<file path="config.mk">
export PLATFORM = sky130hd
export DESIGN_NAME = query_text_tokenizer_top_flat
export DESIGN_NICKNAME = d
export VERILOG_FILES = /design/src/qtt_pkg.sv /design/src/qtt_if.sv /design/src/query_text_tokenizer_top.sv /design/src/flat_wrapper.sv
export SDC_FILE = /design/constraint.sdc
export NUM_CORES = 1
export LEC_CHECK = 0
export BUFFER_PORTS_ARGS = -buffer_cell sky130_fd_sc_hd__buf_2
export CAP_MARGIN = 40
export CORE_ASPECT_RATIO = 0.75
export CORE_MARGIN = 8
export CORE_UTILIZATION = 38
export DETAILED_ROUTE_END_ITERATION = 10
export SETUP_SLACK_MARGIN = 0.2
export SKIP_CTS_REPAIR_TIMING = 1
export SLEW_MARGIN = 30
export SYNTH_ARGS = -nofsm -noshare
export SYNTH_HDL_FRONTEND = slang
export SYNTH_SLANG_ARGS = --single-unit
</file>
<file path="constraint.sdc">
create_clock -name clk -period 4.6 [get_ports clk]
set_input_delay 0.46 -clock clk [delete_from_list [all_inputs] [get_ports clk]]
set_output_delay 0.46 -clock clk [all_outputs]
set_load 0.01 [all_outputs]
</file>
<file path="src/qtt_pkg.sv">
// ----------------------------------------------------------------------------
// qtt_pkg
// Shared types and character codes for the query text tokenizer.
// ----------------------------------------------------------------------------
`default_nettype none

package qtt_pkg;

	localparam int unsigned MaxResults = 4;

	typedef enum logic [1:0] {
		KIND_CHAR      = 2'd0,
		KIND_END_TOKEN = 2'd1,
		KIND_END_INSTR = 2'd2
	} kind_t;

	typedef struct packed {
		kind_t      kind;
		logic [7:0] out_char;
		logic       token_start;
		logic       last;
	} result_t;

	localparam logic [7:0] CH_NEWLINE = 8'h0A;
	localparam logic [7:0] CH_SPACE   = 8'h20;
	localparam logic [7:0] CH_SEMI    = 8'h3B;
	localparam logic [7:0] CH_LPAREN  = 8'h28;
	localparam logic [7:0] CH_RPAREN  = 8'h29;
	localparam logic [7:0] CH_LOW_I   = 8'h69;
	localparam logic [7:0] CH_UP_I    = 8'h49;
	localparam logic [7:0] CH_LOW_N   = 8'h6E;
	localparam logic [7:0] CH_UP_N    = 8'h4E;

endpackage

`default_nettype wire

</file>
<file path="src/qtt_if.sv">
// ----------------------------------------------------------------------------
// qtt_in_if / qtt_out_if
// Valid/ready channels for query bytes in and token results out.
// ----------------------------------------------------------------------------
`default_nettype none

interface qtt_in_if;
	logic       valid;
	logic       ready;
	logic [7:0] in_char;

	modport source (output valid, output in_char, input ready);
	modport sink   (input valid, input in_char, output ready);
endinterface

interface qtt_out_if;
	logic       valid;
	logic       ready;
	logic [1:0] kind;
	logic [7:0] out_char;
	logic       token_start;
	logic       last;

	modport source (output valid, output kind, output out_char, output token_start,
		output last, input ready);
	modport sink   (input valid, input kind, input out_char, input token_start,
		input last, output ready);
endinterface

`default_nettype wire

</file>
<file path="src/query_text_tokenizer_top.sv">
// ----------------------------------------------------------------------------
// query_text_tokenizer_top
// Splits a byte stream of query text into token characters, token ends and
// instruction ends.
// ----------------------------------------------------------------------------
// The first result of a word is registered and appears in the cycle after the
// word is accepted. Throughput: one word per cycle while each word yields at
// most one result and tokens.ready is high; a word with more results (up to
// four) holds the four-entry shift queue until its last result leaves, since
// results leave it one per cycle while tokens.ready is high. Reset clears the
// parenthesis flag, open-word count and result queue, not the held characters.
// ----------------------------------------------------------------------------
`default_nettype none

module query_text_tokenizer_top (
	input  wire logic  clk,
	input  wire logic  arst_n,
	qtt_in_if.sink     query,
	qtt_out_if.source  tokens
);
	import qtt_pkg::*;

	logic       in_paren_q;
	logic [1:0] word_length_q;
	logic [7:0] held_first_q;
	logic [7:0] held_second_q;

	result_t    res_s1 [MaxResults];
	logic [2:0] cnt_s1;

	result_t    res_new [MaxResults];
	logic [2:0] n_new;

	logic is_sep, is_semi, is_in, take, accept;
	logic [7:0] c;

	assign c       = query.in_char;
	assign is_semi = (c == CH_SEMI);
	assign is_sep  = (c == CH_NEWLINE) || is_semi || ((c == CH_SPACE) && !in_paren_q);
	assign is_in   = ((held_first_q == CH_LOW_I) || (held_first_q == CH_UP_I)) &&
		((held_second_q == CH_LOW_N) || (held_second_q == CH_UP_N));

	assign take   = tokens.valid && tokens.ready;
	assign accept = query.valid && query.ready;

	// take a new word once the queue is empty or its final result leaves now
	assign query.ready = (cnt_s1 == 3'd0) || ((cnt_s1 == 3'd1) && tokens.ready);

	always_comb begin
		n_new = 3'd0;
		for (int i = 0; i < MaxResults; i++) begin
			res_new[i] = '{kind: KIND_CHAR, out_char: 8'h00, token_start: 1'b0,
				last: 1'b0};
		end
		if (is_sep) begin
			unique case (word_length_q)
				2'd1: begin
					res_new[0] = '{KIND_CHAR, held_first_q, 1'b1, 1'b0};
					res_new[1] = '{KIND_END_TOKEN, 8'h00, 1'b0, 1'b0};
					n_new = 3'd2;
				end
				2'd2: begin
					if (!is_in) begin
						res_new[0] = '{KIND_CHAR, held_first_q, 1'b1, 1'b0};
						res_new[1] = '{KIND_CHAR, held_second_q, 1'b0, 1'b0};
						res_new[2] = '{KIND_END_TOKEN, 8'h00, 1'b0, 1'b0};
						n_new = 3'd3;
					end
				end
				2'd3: begin
					res_new[0] = '{KIND_END_TOKEN, 8'h00, 1'b0, 1'b0};
					n_new = 3'd1;
				end
				default: begin
				end
			endcase
			if (is_semi) begin
				res_new[n_new[1:0]] = '{KIND_END_INSTR, 8'h00, 1'b0, 1'b0};
				n_new = n_new + 3'd1;
			end
		end else if (c != CH_SPACE) begin
			unique case (word_length_q)
				2'd2: begin
					res_new[0] = '{KIND_CHAR, held_first_q, 1'b1, 1'b0};
					res_new[1] = '{KIND_CHAR, held_second_q, 1'b0, 1'b0};
					res_new[2] = '{KIND_CHAR, c, 1'b0, 1'b0};
					n_new = 3'd3;
				end
				2'd3: begin
					res_new[0] = '{KIND_CHAR, c, 1'b0, 1'b0};
					n_new = 3'd1;
				end
				default: begin
				end
			endcase
		end
		for (int i = 0; i < MaxResults; i++) begin
			res_new[i].last = (3'(i + 1) == n_new);
		end
	end

	always_ff @(posedge clk or negedge arst_n) begin
		if (!arst_n) begin
			in_paren_q    <= 1'b0;
			word_length_q <= 2'd0;
		end else if (accept) begin
			if (is_sep) begin
				word_length_q <= 2'd0;
			end else if (c != CH_SPACE) begin
				if (c == CH_LPAREN) begin
					in_paren_q <= 1'b1;
				end else if (c == CH_RPAREN) begin
					in_paren_q <= 1'b0;
				end
				if (word_length_q != 2'd3) begin
					word_length_q <= word_length_q + 2'd1;
				end
			end
		end
	end

	// held characters carry no reset
	always_ff @(posedge clk) begin
		if (accept && !is_sep && (c != CH_SPACE)) begin
			if (word_length_q == 2'd0) begin
				held_first_q <= c;
			end
			if (word_length_q == 2'd1) begin
				held_second_q <= c;
			end
		end
	end

	always_ff @(posedge clk or negedge arst_n) begin
		if (!arst_n) begin
			cnt_s1 <= 3'd0;
		end else if (accept) begin
			cnt_s1 <= n_new;
		end else if (take) begin
			cnt_s1 <= cnt_s1 - 3'd1;
		end
	end

	// load on accept, else advance the queue by one on each take
	always_ff @(posedge clk) begin
		if (accept) begin
			for (int i = 0; i < MaxResults; i++) begin
				res_s1[i] <= res_new[i];
			end
		end else if (take) begin
			for (int i = 0; i < MaxResults - 1; i++) begin
				res_s1[i] <= res_s1[i + 1];
			end
		end
	end

	assign tokens.valid       = (cnt_s1 != 3'd0);
	assign tokens.kind        = res_s1[0].kind;
	assign tokens.out_char    = res_s1[0].out_char;
	assign tokens.token_start = res_s1[0].token_start;
	assign tokens.last        = res_s1[0].last;

endmodule

`default_nettype wire
</file>
<file path="src/flat_wrapper.sv">
// flat-port wrapper written by rule: the top's interface ports become plain ports
module query_text_tokenizer_top_flat import qtt_pkg::*;
  (clk, arst_n, query_valid, query_in_char, query_ready, tokens_valid, tokens_kind, tokens_out_char, tokens_token_start, tokens_last, tokens_ready);
  qtt_in_if query_i ();
  qtt_out_if tokens_i ();
  input  wire logic clk;
  input  wire logic arst_n;
  input wire logic [$bits(query_i.valid)-1:0] query_valid;
  input wire logic [$bits(query_i.in_char)-1:0] query_in_char;
  output wire logic [$bits(query_i.ready)-1:0] query_ready;
  output wire logic [$bits(tokens_i.valid)-1:0] tokens_valid;
  output wire logic [$bits(tokens_i.kind)-1:0] tokens_kind;
  output wire logic [$bits(tokens_i.out_char)-1:0] tokens_out_char;
  output wire logic [$bits(tokens_i.token_start)-1:0] tokens_token_start;
  output wire logic [$bits(tokens_i.last)-1:0] tokens_last;
  input wire logic [$bits(tokens_i.ready)-1:0] tokens_ready;
  assign query_i.valid = query_valid;
  assign query_i.in_char = query_in_char;
  assign query_ready = query_i.ready;
  assign tokens_valid = tokens_i.valid;
  assign tokens_kind = tokens_i.kind;
  assign tokens_out_char = tokens_i.out_char;
  assign tokens_token_start = tokens_i.token_start;
  assign tokens_last = tokens_i.last;
  assign tokens_i.ready = tokens_ready;
  query_text_tokenizer_top u_core (.clk(clk), .arst_n(arst_n), .query(query_i), .tokens(tokens_i));
endmodule
</file>
# --- After elaboration in Yosys (flattened, before gate mapping) ---
# Memories as Yosys holds them, arrays and structs flattened.
# Index checks and enable logic that the tools add are counted.
word_totals:
  mem_bits_rw: 48
  out_inout_bits: 14
  memories: 1
  inputBits: 12
  register_bits: 22
  romBits: 0
  word_cells: 101
  latchBits: 0
classes:
  div_mod_pow: 0
  n_shift: 0
  reduce_logical: 26
  eq_ne: 19
  addsub: 3
  bitwise_logic: 8
  mux: 37
  magnitude_cmp: 2
  n_mul: 0
mem_list:
  columns: ["name", "words", "width", "read_ports", "rd_ports_with_merged_regs", "write_ports", "line_no", "source"]
  rows:
  - ["u_core.res_s1", 4, 12, 4, 0, 4, "query_text_tokenizer_top.sv:28", "result_t res_s1 [MaxResults];"]
ops:
  columns: ["operator", "n"]
  rows:
  - ["12-bit 2-to-1 mux", 9]
  - ["36-bit 2-to-1 mux", 2]
  - ["48-bit 2-to-1 mux", 1]
  - ["44-bit bitwise AND", 1]
  - ["44-bit NOT", 1]
  - ["34-bit 2-to-1 mux", 1]
  - ["11-bit one-hot mux with 3 select lines", 1]
  - ["8-bit by 6-bit == test with 1-bit output (second input constant)", 4]
  - ["8-bit by 7-bit == test with 1-bit output (second input constant)", 4]
  - ["12-bit demux with 2-bit select", 1]
  - ["12-bit one-hot mux with 2 select lines", 1]
  - ["22-bit 2-to-1 mux", 1]
  - ["10-bit one-hot mux with 2 select lines", 1]
  - ["3-bit 2-to-1 mux", 6]
  - ["3-bit one-hot mux with 3 select lines", 1]
  - ["8-bit by 4-bit == test with 1-bit output (second input constant)", 1]
  - ["1-bit logical AND", 8]
  - ["2-bit 2-to-1 mux", 4]
  - ["8-bit by 6-bit inequality test with 1-bit output (second input constant)", 1]
  - ["2-bit nonzero test", 4]
  - ["1-bit 2-to-1 mux", 7]
  - ["2-bit by 3-bit == test with 1-bit output (first input constant)", 2]
  - ["1-bit logical OR", 5]
  - ["2-bit == test (second input constant)", 2]
  - ["22 further kinds", 26]

# --- Longest topological paths before layout ---
# Gate-level depths: netlist (run 1).
depth:
  depth_word: 16
  ltp_mapped: 8
  ltp_nobuf: 8

# --- Least setup slack after synthesis (run 1) ---
# No wires, ideal clock.
synth_timing:
  path_kind: "flip-flop to flip-flop"
  start: "register u_core.held_first_q[1]"
  end: "memory u_core.res_s1[0][2] (netlist name) (data pin)"
  n_path_buf: 0
  stages_incl_launch_ff: 6
  period_less_slack_ns: 2.401
  t_required_ns: 4.340
  setup_slack_ns: 2.199
  setup_ns: 0.260
  t_arrival_ns: 2.141
  path_cell_list: "edfxtp_1 > or4b_4 > o41a_4 > a2111oi_4 > o32a_4 > o21ai_2"
synth_lines:
  columns: ["item", "line_no", "source"]
  rows:
  - ["from (decl)", "query_text_tokenizer_top.sv:25", "logic [7:0] held_first_q;"]
  - ["from (signal assigned)", "query_text_tokenizer_top.sv:126", "held_first_q <= c;"]
  - ["to (decl)", "query_text_tokenizer_top.sv:28", null]

# --- Final worst setup path (run 1) ---
layout_timing:
  start: "input port query_in_char[2]"
  end: "register u_core.held_first_q[1] (enable)"
layout_via:
  elab_chain_cells: 7
  elab_cells_between_ends: 11
  classes_between: "eq/ne: 4; reduce/logical: 7"
layout_rtl:
  columns: ["item", "line_no", "source"]
  rows:
  - ["from (decl)", "flat_wrapper.sv:9", "input wire logic [$bits(query_i.in_char)-1:0] query_in_char;"]
  - ["8-bit by 4-bit == test with 1-bit output, or another cell as far along", "query_text_tokenizer_top.sv:39", "assign is_sep = (c == CH_NEWLINE) || is_semi || ((c == CH_SPACE) && !in_paren_q);"]
  - ["1-bit logical OR / 1-bit logical AND (equally long branches)", "query_text_tokenizer_top.sv:39", null]
  - ["1-bit logical OR", "query_text_tokenizer_top.sv:39", null]
  - ["1-bit logical NOT", "query_text_tokenizer_top.sv:124", "if (accept && !is_sep && (c != CH_SPACE)) begin"]
  - ["1-bit logical AND", "query_text_tokenizer_top.sv:124", null]
  - ["1-bit logical AND (*)", "query_text_tokenizer_top.sv:124", null]
  - ["2-bit AND reduction (no source line) (*)", null, null]
# Mark *: on every way between the ends. The rest lies on a longest branch, timed or not.
# A chain may end at the register's enable or synchronous reset.

==> results of run 1 <==
state kept, by name (all words and copies together) (netlist names):
name	count
u_core.held_second_q	8
u_core.held_first_q	8
u_core.res_s1	36
u_core.in_paren_q	1
u_core.cnt_s1	3
u_core.word_length_q	2
cells by family after synthesis:
kind of cell | after synthesis | synth area share
AND/OR/NAND/NOR | 89 | 0.159
AO/OA/AOI/OAI | 66 | 0.178
flip-flops | 58 | 0.584
buffers and inverters | 23 | 0.0294
adder cells (fa/ha/maj) | 10 | 0.0427
multiplexers | 2 | 0.00725
critical path, delay by kind of cell:
family                 cells  cell delay [ns]
buffers and inverters      1             0.14
AND/OR/NAND/NOR            4             1.60
AO/OA/AOI/OAI              1             0.56
routing by layer:
layer  share of wire  global-route usage  up-vias
li1                -                   -     1001
met1            0.48               0.169      974
met2            0.43               0.178       85
met3           0.085              0.0423        9
met4           0.014              0.0538        0
met5               0                   0        -
power by group through the flow:
stage / clock network (mW) / logic, mW / registers, mW
final: 0.388 / 0.601 / 0.790
after CTS: 0.398 / 0.604 / 0.789
after floorplan: 0 / 0.395 / 0.807
after detailed placement: 0 / 0.601 / 0.800
after global placement: 0 / 0.586 / 0.797
after global routing: 0.417 / 0.668 / 0.803
synthesized netlist by cell type (3+ instances only):
library cell / n
edfxtp_1: 52
nand2_1: 34
inv_1: 14
nor2_1: 13
o21ai_0: 12
a21oi_1: 11
ha_1: 10
and2_1: 9
clkbuf_1: 9
a22oi_1: 7
o21ai_2: 7
and3_1: 6
dfrtp_1: 6
and4_1: 5
nand3_1: 4
nor3_1: 4
a32oi_1: 3
or2_2: 3
per-stage QoR:
step | worst slack [ns] | instance area (um^2) | hold slack, ns
after floorplan | 2.20 | 2930 | 0.164
after global placement | 1.78 | 3170 | 0.290
after global routing | 1.76 | 3370 | 0.370
after detailed placement | 1.65 | 3200 | 0.290
final | 1.88 | 3370 | 0.381
after CTS | 2.01 | 3360 | -0.0728
worst paths after layout:
check	end	cells after the start	slack (ns)
setup / recovery	u_core.held_first_q[1]$_DFFE_PP_	6	1.88
hold / removal	u_core.held_second_q[7]$_DFFE_PP_	1	0.38
setup reg to reg	u_core.res_s1[0][8]$_DFFE_PP_	7	1.99
hold reg to reg	u_core.res_s1[0][11]$_DFFE_PP_	2	0.52
max in group asynchronous	u_core.in_paren_q$_DFFE_PN0P_	2	3.99
min in group asynchronous	u_core.word_length_q[0]$_DFFE_PN0P_	2	0.47
cell type report:
type	count	area, um^2
clock buffer	9	124
tap	101	126
inverter	14	52.6
timing repair buffer	30	185
sequential	58	1710
clock inverter	7	36.3
fill	677	4030
multi-input combinational	167	1130
==> results by group, run 1 <==
Status
  – Status: complete, no violations

CTS
  – Clock Latency Late Sink: around 0.33 ns
  – CTS root buffer: clkbuf_8
  – Clock buffer depth: 2
  – Clock sink count: between 50 and 60
  – CTS tree: yes
  – CTS clk-pin slew, worst paths: about 0.06 ns
  – Cts bufs inserted: 9
  – H-tree depth: 3

Route
  – DRC: 0
  – Drt via density: 5.36
  – First-pass DRT Iterations: 5
  – Post-DRT Antenna Nets: 0
  – Drt total wl: between 6000 and 7000 um
  – DR WL/cell: 17.0 um
  – DR vias: roughly 2100
  – DRT iter0 DRCs: 193

Final layout
  – Final cell count without fillers: 386
  – P&R area growth vs syn: 14.9%
  – Share of layout cells above drive strength 1: 0.211
  – Finished Core Util: 0.456
  – ANT cells: 0
  – Commonest non-fill, non-tap cell in the layout: edfxtp_1
  – Fin nets: between 300 and 400
  – Most frequent cells in the layout: edfxtp_1, nand2_1, buf_2, inv_1, nor2_1

Die
  – Die Ht: roughly 90 um
  – Num rows: 27
  – Die area: about 11000 um^2
  – Placeable Area: around 7400 um^2
  – IO Count: 26
  – Initial Utilization: 0.396
  – Die X-Extent: ~120 um

Power
  – Total power: around 1.8 mW
  – Sequential share of power: 0.444
  – Internal: approximately 1.2 mW
  – P per Cell Area: between 500 and 600 nW/um^2
  – Static Leakage: 1.29 nW
  – Comb pwr share: 0.338
  – Peak VDD IR: around 0.15 mV
  – Switch share: 0.349
  – Clock group share of total power: 0.218
  – Net Sw Power: ~0.62 mW

Critical path
  – Crit path required time: around 4.6 ns
  – CP cell instances: buf_2 -> nor3_1 -> nand3_1 -> o21ai_1 -> nor2_1 -> and3_1
  – Crit path max-delay cell type: nor3_1
  – Largest fanout on the critical path: 9
  – RR Startpoint: u_core.word_length_q[1]$_DFFE_PN0P_
  – Worst Setup SP: query_in_char[2]
  – Slowest cell delay on critical path: ~0.68 ns
  – CP endpoint kind: register
  – Critical path type: in2reg
  – Startpoint Class: primary input
  – WP data arrival: between 2 and 3 ns

Place
  – Buffers on Ports: 25
  – DP Cell Count: between 300 and 400
  – DPL Wire Length: 4830 um
  – GPL Wtd Cong: between 0.8 and 0.9

STA
  – Worst slew pin tran: around 0.8 ns
  – Crit share post-route: 0.591
  – Final setup fails: 0
  – Setup TNS: 0 ns
  – Fin crit period: between 2 and 3 ns
  – Worst Skew: 0.00589 ns
  – Final Max Slew Viols: 0
  – Max_slew headroom: 0.461
  – Fmax: about 0.37 GHz
  – RSZ-0062 raised after global routing: no
  – Final Hold Fails: 0

Flow run
  – Maxcap violations: 0

Global routing
  – Vias in the first global route: roughly 2100
  – Initial antenna violation count: 0
  – Largest net degree at the start of global routing: 34
  – First-pass GRT wire length: ~11000 um
  – GRT overflow: 0
  – Global Route Usage Sum: 0.125

Synth
  – Mapped Nets: 270
  – Top cells by area, synth: edfxtp_1, dfrtp_1, nand2_1
  – Area leader, netlist: edfxtp_1
  – Syn_area_per_cell: 11.8 um^2
  – Synthesized area: 2930 um^2
  – Mapped Cells: around 250
  – Sequential area share after synthesis: 0.584
  – Async set-reset flop share out of synthesis: 0.103
  – Post-synthesis cell type count: 50
  – Ys Warns: 0
  – Post-synth EDFFs: 52
  – #FFs+latches synth: 58
  – Top-area cell type share of the netlist area: 0.532
  – Top FF cell, synth: edfxtp_1

Min path
  – Min-Delay Path Class: in2reg
  – Hold path start: query_in_char[7]
Note: power is estimated with default switching activity, not from simulation.
==> inputs of run 2 (changes only) <==
--- a/config.mk
+++ b/config.mk
@@ -5,6 +5,7 @@
 export SDC_FILE = /design/constraint.sdc
 export NUM_CORES = 1
 export LEC_CHECK = 0
+export ABC_AREA = 1
 export BUFFER_PORTS_ARGS = -buffer_cell sky130_fd_sc_hd__buf_2
 export CAP_MARGIN = 40
 export CORE_ASPECT_RATIO = 0.75
==> constraint.sdc (replaced) <==
create_clock -name clk -period 2.8 [get_ports clk]
set_input_delay 0.28 -clock clk [delete_from_list [all_inputs] [get_ports clk]]
set_output_delay 0.28 -clock clk [all_outputs]
set_load 0.01 [all_outputs]
==> run 2 against run 1 <==
  * Non-clock buffer count decreased by 2
  * Synthesized area increased by 3.8%
  * Hold slack got worse by 0.22 ns
  * Utilization decreased by 1.1 points
  * Clock power increased by 87%
  * Sequential power increased by 85%
  * Routed wire length increased by 4.2%
  * Critical path depth increased by 5
  * Sequential share of layout area decreased by 1.7 points
  * Setup slack got worse by 1.3 ns
  * Sequential cell count unchanged
  * Cell area increased by 3.5%
==> results by group, run 2 <==
Status
  – Status: complete, no violations

Route
  – DRT iter0 DRCs: 187 (-3.1%)
  – First-pass DRT Iterations: 4 (-1)
  – Post-DRT Antenna Nets: 0 (unchanged)
  – DRC: 0 (unchanged)
  – DR vias: 2248 (+8.7%)
  – DR WL/cell: 15.1 um (-11%)
  – Drt via density: 4.95 (-7.6%)
  – Drt total wl: 6850 um (+4.2%)

STA
  – Fmax: 0.456 GHz
  – RSZ-0062 raised after global routing: no
  – Final Max Slew Viols: 0 (unchanged)
  – Setup TNS: 0 ns (unchanged)
  – Setup ws final: 0.609 ns (-1.27 ns)
  – Crit share post-route: 0.783
  – Worst Skew: 0.00667 ns (+0.000775 ns)
  – Worst slew pin tran: 0.662 ns (-0.141 ns)
  – Final setup fails: 0 (unchanged)
  – WHS: 0.157 ns (-0.224 ns)
  – Final Hold Fails: 0 (unchanged)
  – Fin crit period: 2.19 ns
  – Max_slew headroom: 0.557 (+0.0964)

Die
  – Placeable Area: 7850 um^2 (+6.1%)
  – Num rows: 28 (+3.7%)
  – IO Count: 26 (unchanged)
  – Die area: 11200 um^2 (+3.2%)
  – Die X-Extent: 119 um (+1.6%)
  – Initial Utilization: 0.388 (-0.00850)
  – Die Ht: 93.5 um (+1.6%)

Final layout
  – Largest register FFs: 36 (unchanged)
  – Finished Core Util: 0.445 (-0.0109)
  – Share of layout cells above drive strength 1: 0.206 (-0.00422)
  – FILL cells: 786 (+16%)
  – Fin nets: 366 (+21%)
  – ANT cells: 0 (unchanged)
  – Commonest non-fill, non-tap cell in the layout: nand2_1
  – Most flops, register: u_core.res_s1
  – Top flop regs: u_core.res_s1 (36), u_core.held_first_q (8), u_core.held_second_q (8)
  – Most frequent cells in the layout: nand2_1, edfxtp_1, inv_1, nor2_1, buf_2
  – P&R area growth vs syn: 14.6%

Min path
  – Min-Delay Path Class: in2reg

Place
  – GPL Wtd Cong: 0.877 (-2.2%)
  – DP Worst Slack: 0.571 ns (-1.08 ns)
  – DPL Wire Length: 5070 um (+5.1%)
  – Buffers on Ports: 25 (unchanged)

Flow run
  – Maxcap violations: 0 (unchanged)

Critical path
  – CP endpoint kind: register
  – WP data arrival: 2.27 ns (-0.49 ns)
  – Reg2reg path depth: 11 (+4)
  – RR Startpoint: u_core.cnt_s1[0]$_DFFE_PN0P_
  – Worst Setup SP: u_core.cnt_s1[0]$_DFFE_PN0P_
  – Crit path required time: 2.88 ns (-1.76 ns)
  – Reg2reg end: u_core.res_s1[0][1]$_SDFFCE_PP0P_
  – R2R setup slack: 0.61 ns (-1.38 ns)
  – Worst setup endpoint: u_core.res_s1[0][1]$_SDFFCE_PP0P_
  – Critical path type: reg2reg
  – Largest fanout on the critical path: 28 (+19)
  – Startpoint Class: register

Synth
  – #FFs+latches synth: 58 (unchanged)
  – Ys Warns: 0 (unchanged)
  – Synthesized area: 3040 um^2 (+3.8%)
  – Top-area cell type share of the netlist area: 0.513 (-0.0195)
  – Top FF cell, synth: edfxtp_1
  – Sequential area share after synthesis: 0.562 (-0.0213)
  – Mapped Nets: 331 (+23%)
  – Post-synthesis cell type count: 34 (-32%)
  – Async set-reset flop share out of synthesis: 0.103 (unchanged)
  – Mapped Cells: 309 (+25%)
  – Area leader, netlist: edfxtp_1
  – Most frequent cell after synthesis: nand2_1
  – Top cells by instance count after synthesis: nand2_1, edfxtp_1, inv_1
  – Syn_area_per_cell: 9.85 um^2 (-17%)
  – Top cells by area, synth: edfxtp_1, nand2_1, dfrtp_1
  – Post-synth EDFFs: 52 (unchanged)

Power
  – Total power: 3.57 mW (+100%)
  – P per Cell Area: 1020 nW/um^2 (+94%)
  – Peak VDD IR: 0.304 mV (+100%)
  – Static Leakage: 1.53 nW (+18%)

Global routing
  – Largest net degree at the start of global routing: 29 (-15%)
  – Vias in the first global route: 2134 (+3.5%)
  – GRT overflow: 0 (unchanged)
  – Global Route Usage Sum: 0.131 (+0.00607)
  – First-pass GRT wire length: 11300 um (+6.2%)
  – Initial antenna violation count: 0 (unchanged)

CTS
  – H-tree depth: 3 (unchanged)
  – Cts bufs inserted: 9 (unchanged)
  – Clock sink count: 58 (unchanged)
  – CTS clk-pin slew, worst paths: 0.06 ns (about the same)
  – CTS tree: yes
  – CTS root buffer: clkbuf_8
  – Clock Latency Late Sink: 0.34 ns (about the same)
  – Clock buffer depth: 2 (unchanged)
run 2: kinds of logic after synthesis:
| kind of cell | Yosys count | share of synthesized area |
|---|---|---|
| and+or+nand+nor | 154 | 0.245 |
| xor gates and xnor gates | 1 | 0.00288 |
| buffers and inverters | 46 | 0.0658 |
| DFF | 58 | 0.562 |
| AOI/OAI and AO/OA | 40 | 0.0826 |
| adders and majority gates | 10 | 0.0411 |
run 2: area by class of cell:
| type | count | area, um^2 | area share |
|---|---|---|---|
| flip-flops and latches | 58 | 1710 | 0.490 |
| multi-input cells | 205 | 1140 | 0.328 |
| repair buffers | 28 | 163 | 0.0466 |
| inverters | 42 | 163 | 0.0466 |
| clock buffers | 12 | 135 | 0.0387 |
| well taps | 105 | 131 | 0.0376 |
| clock inverters | 4 | 42.5 | 0.0122 |
run 2: how the worst min path moves through the flow:
| stage | slack, ns | cells after the start | end | from |
|---|---|---|---|---|
| after floorplan | -0.02 | 0 | u_core.cnt_s1[0]$_DFFE_PN0P_ | arst_n |
| after global placement | 0.11 | 1 | u_core.cnt_s1[2]$_DFFE_PN0P_ | arst_n |
| after detailed placement | 0.11 | 1 | u_core.cnt_s1[0]$_DFFE_PN0P_ | arst_n |
| after CTS | -0.26 | 1 | u_core.cnt_s1[0]$_DFFE_PN0P_ | arst_n |
| after global routing | 0.15 | 1 | u_core.held_second_q[2]$_DFFE_PP_ | query_in_char[2] |
| final | 0.16 | 1 | u_core.held_second_q[2]$_DFFE_PP_ | query_in_char[2] |
run 2: where the power goes:
part	leakage (nW)	switching (mW)	internal [mW]
clock	0.0894	0.323	0.404
combinational	0.855	0.939	0.443
sequential	0.583	0.105	1.36
run 2: worst max-delay path, stage by stage, from the launching register on:
cell and delay [ns]:
dfrtp_1 0.37, inv_1 0.08, ha_1 0.22, nand2_2 0.13, nand2_2 0.09, nand2_4 0.10, inv_4 0.06, nor2_4 0.11
buf_4 0.33, nor2_8 0.10, nand2_2 0.19, o21ai_0 0.13
run 2: metal layers:
metal  track usage  wire length (um)
met5             0                 0
met4        0.0601               127
met3        0.0379               496
met2         0.168              2610
met1         0.194              3610
run 2: metrics by stage:
step / instances / instance area, um^2
after floorplan: 309 / 3050
after global placement: 437 / 3300
after detailed placement: 437 / 3300
after CTS: 453 / 3480
after global routing: 454 / 3490
final: 454 / 3490
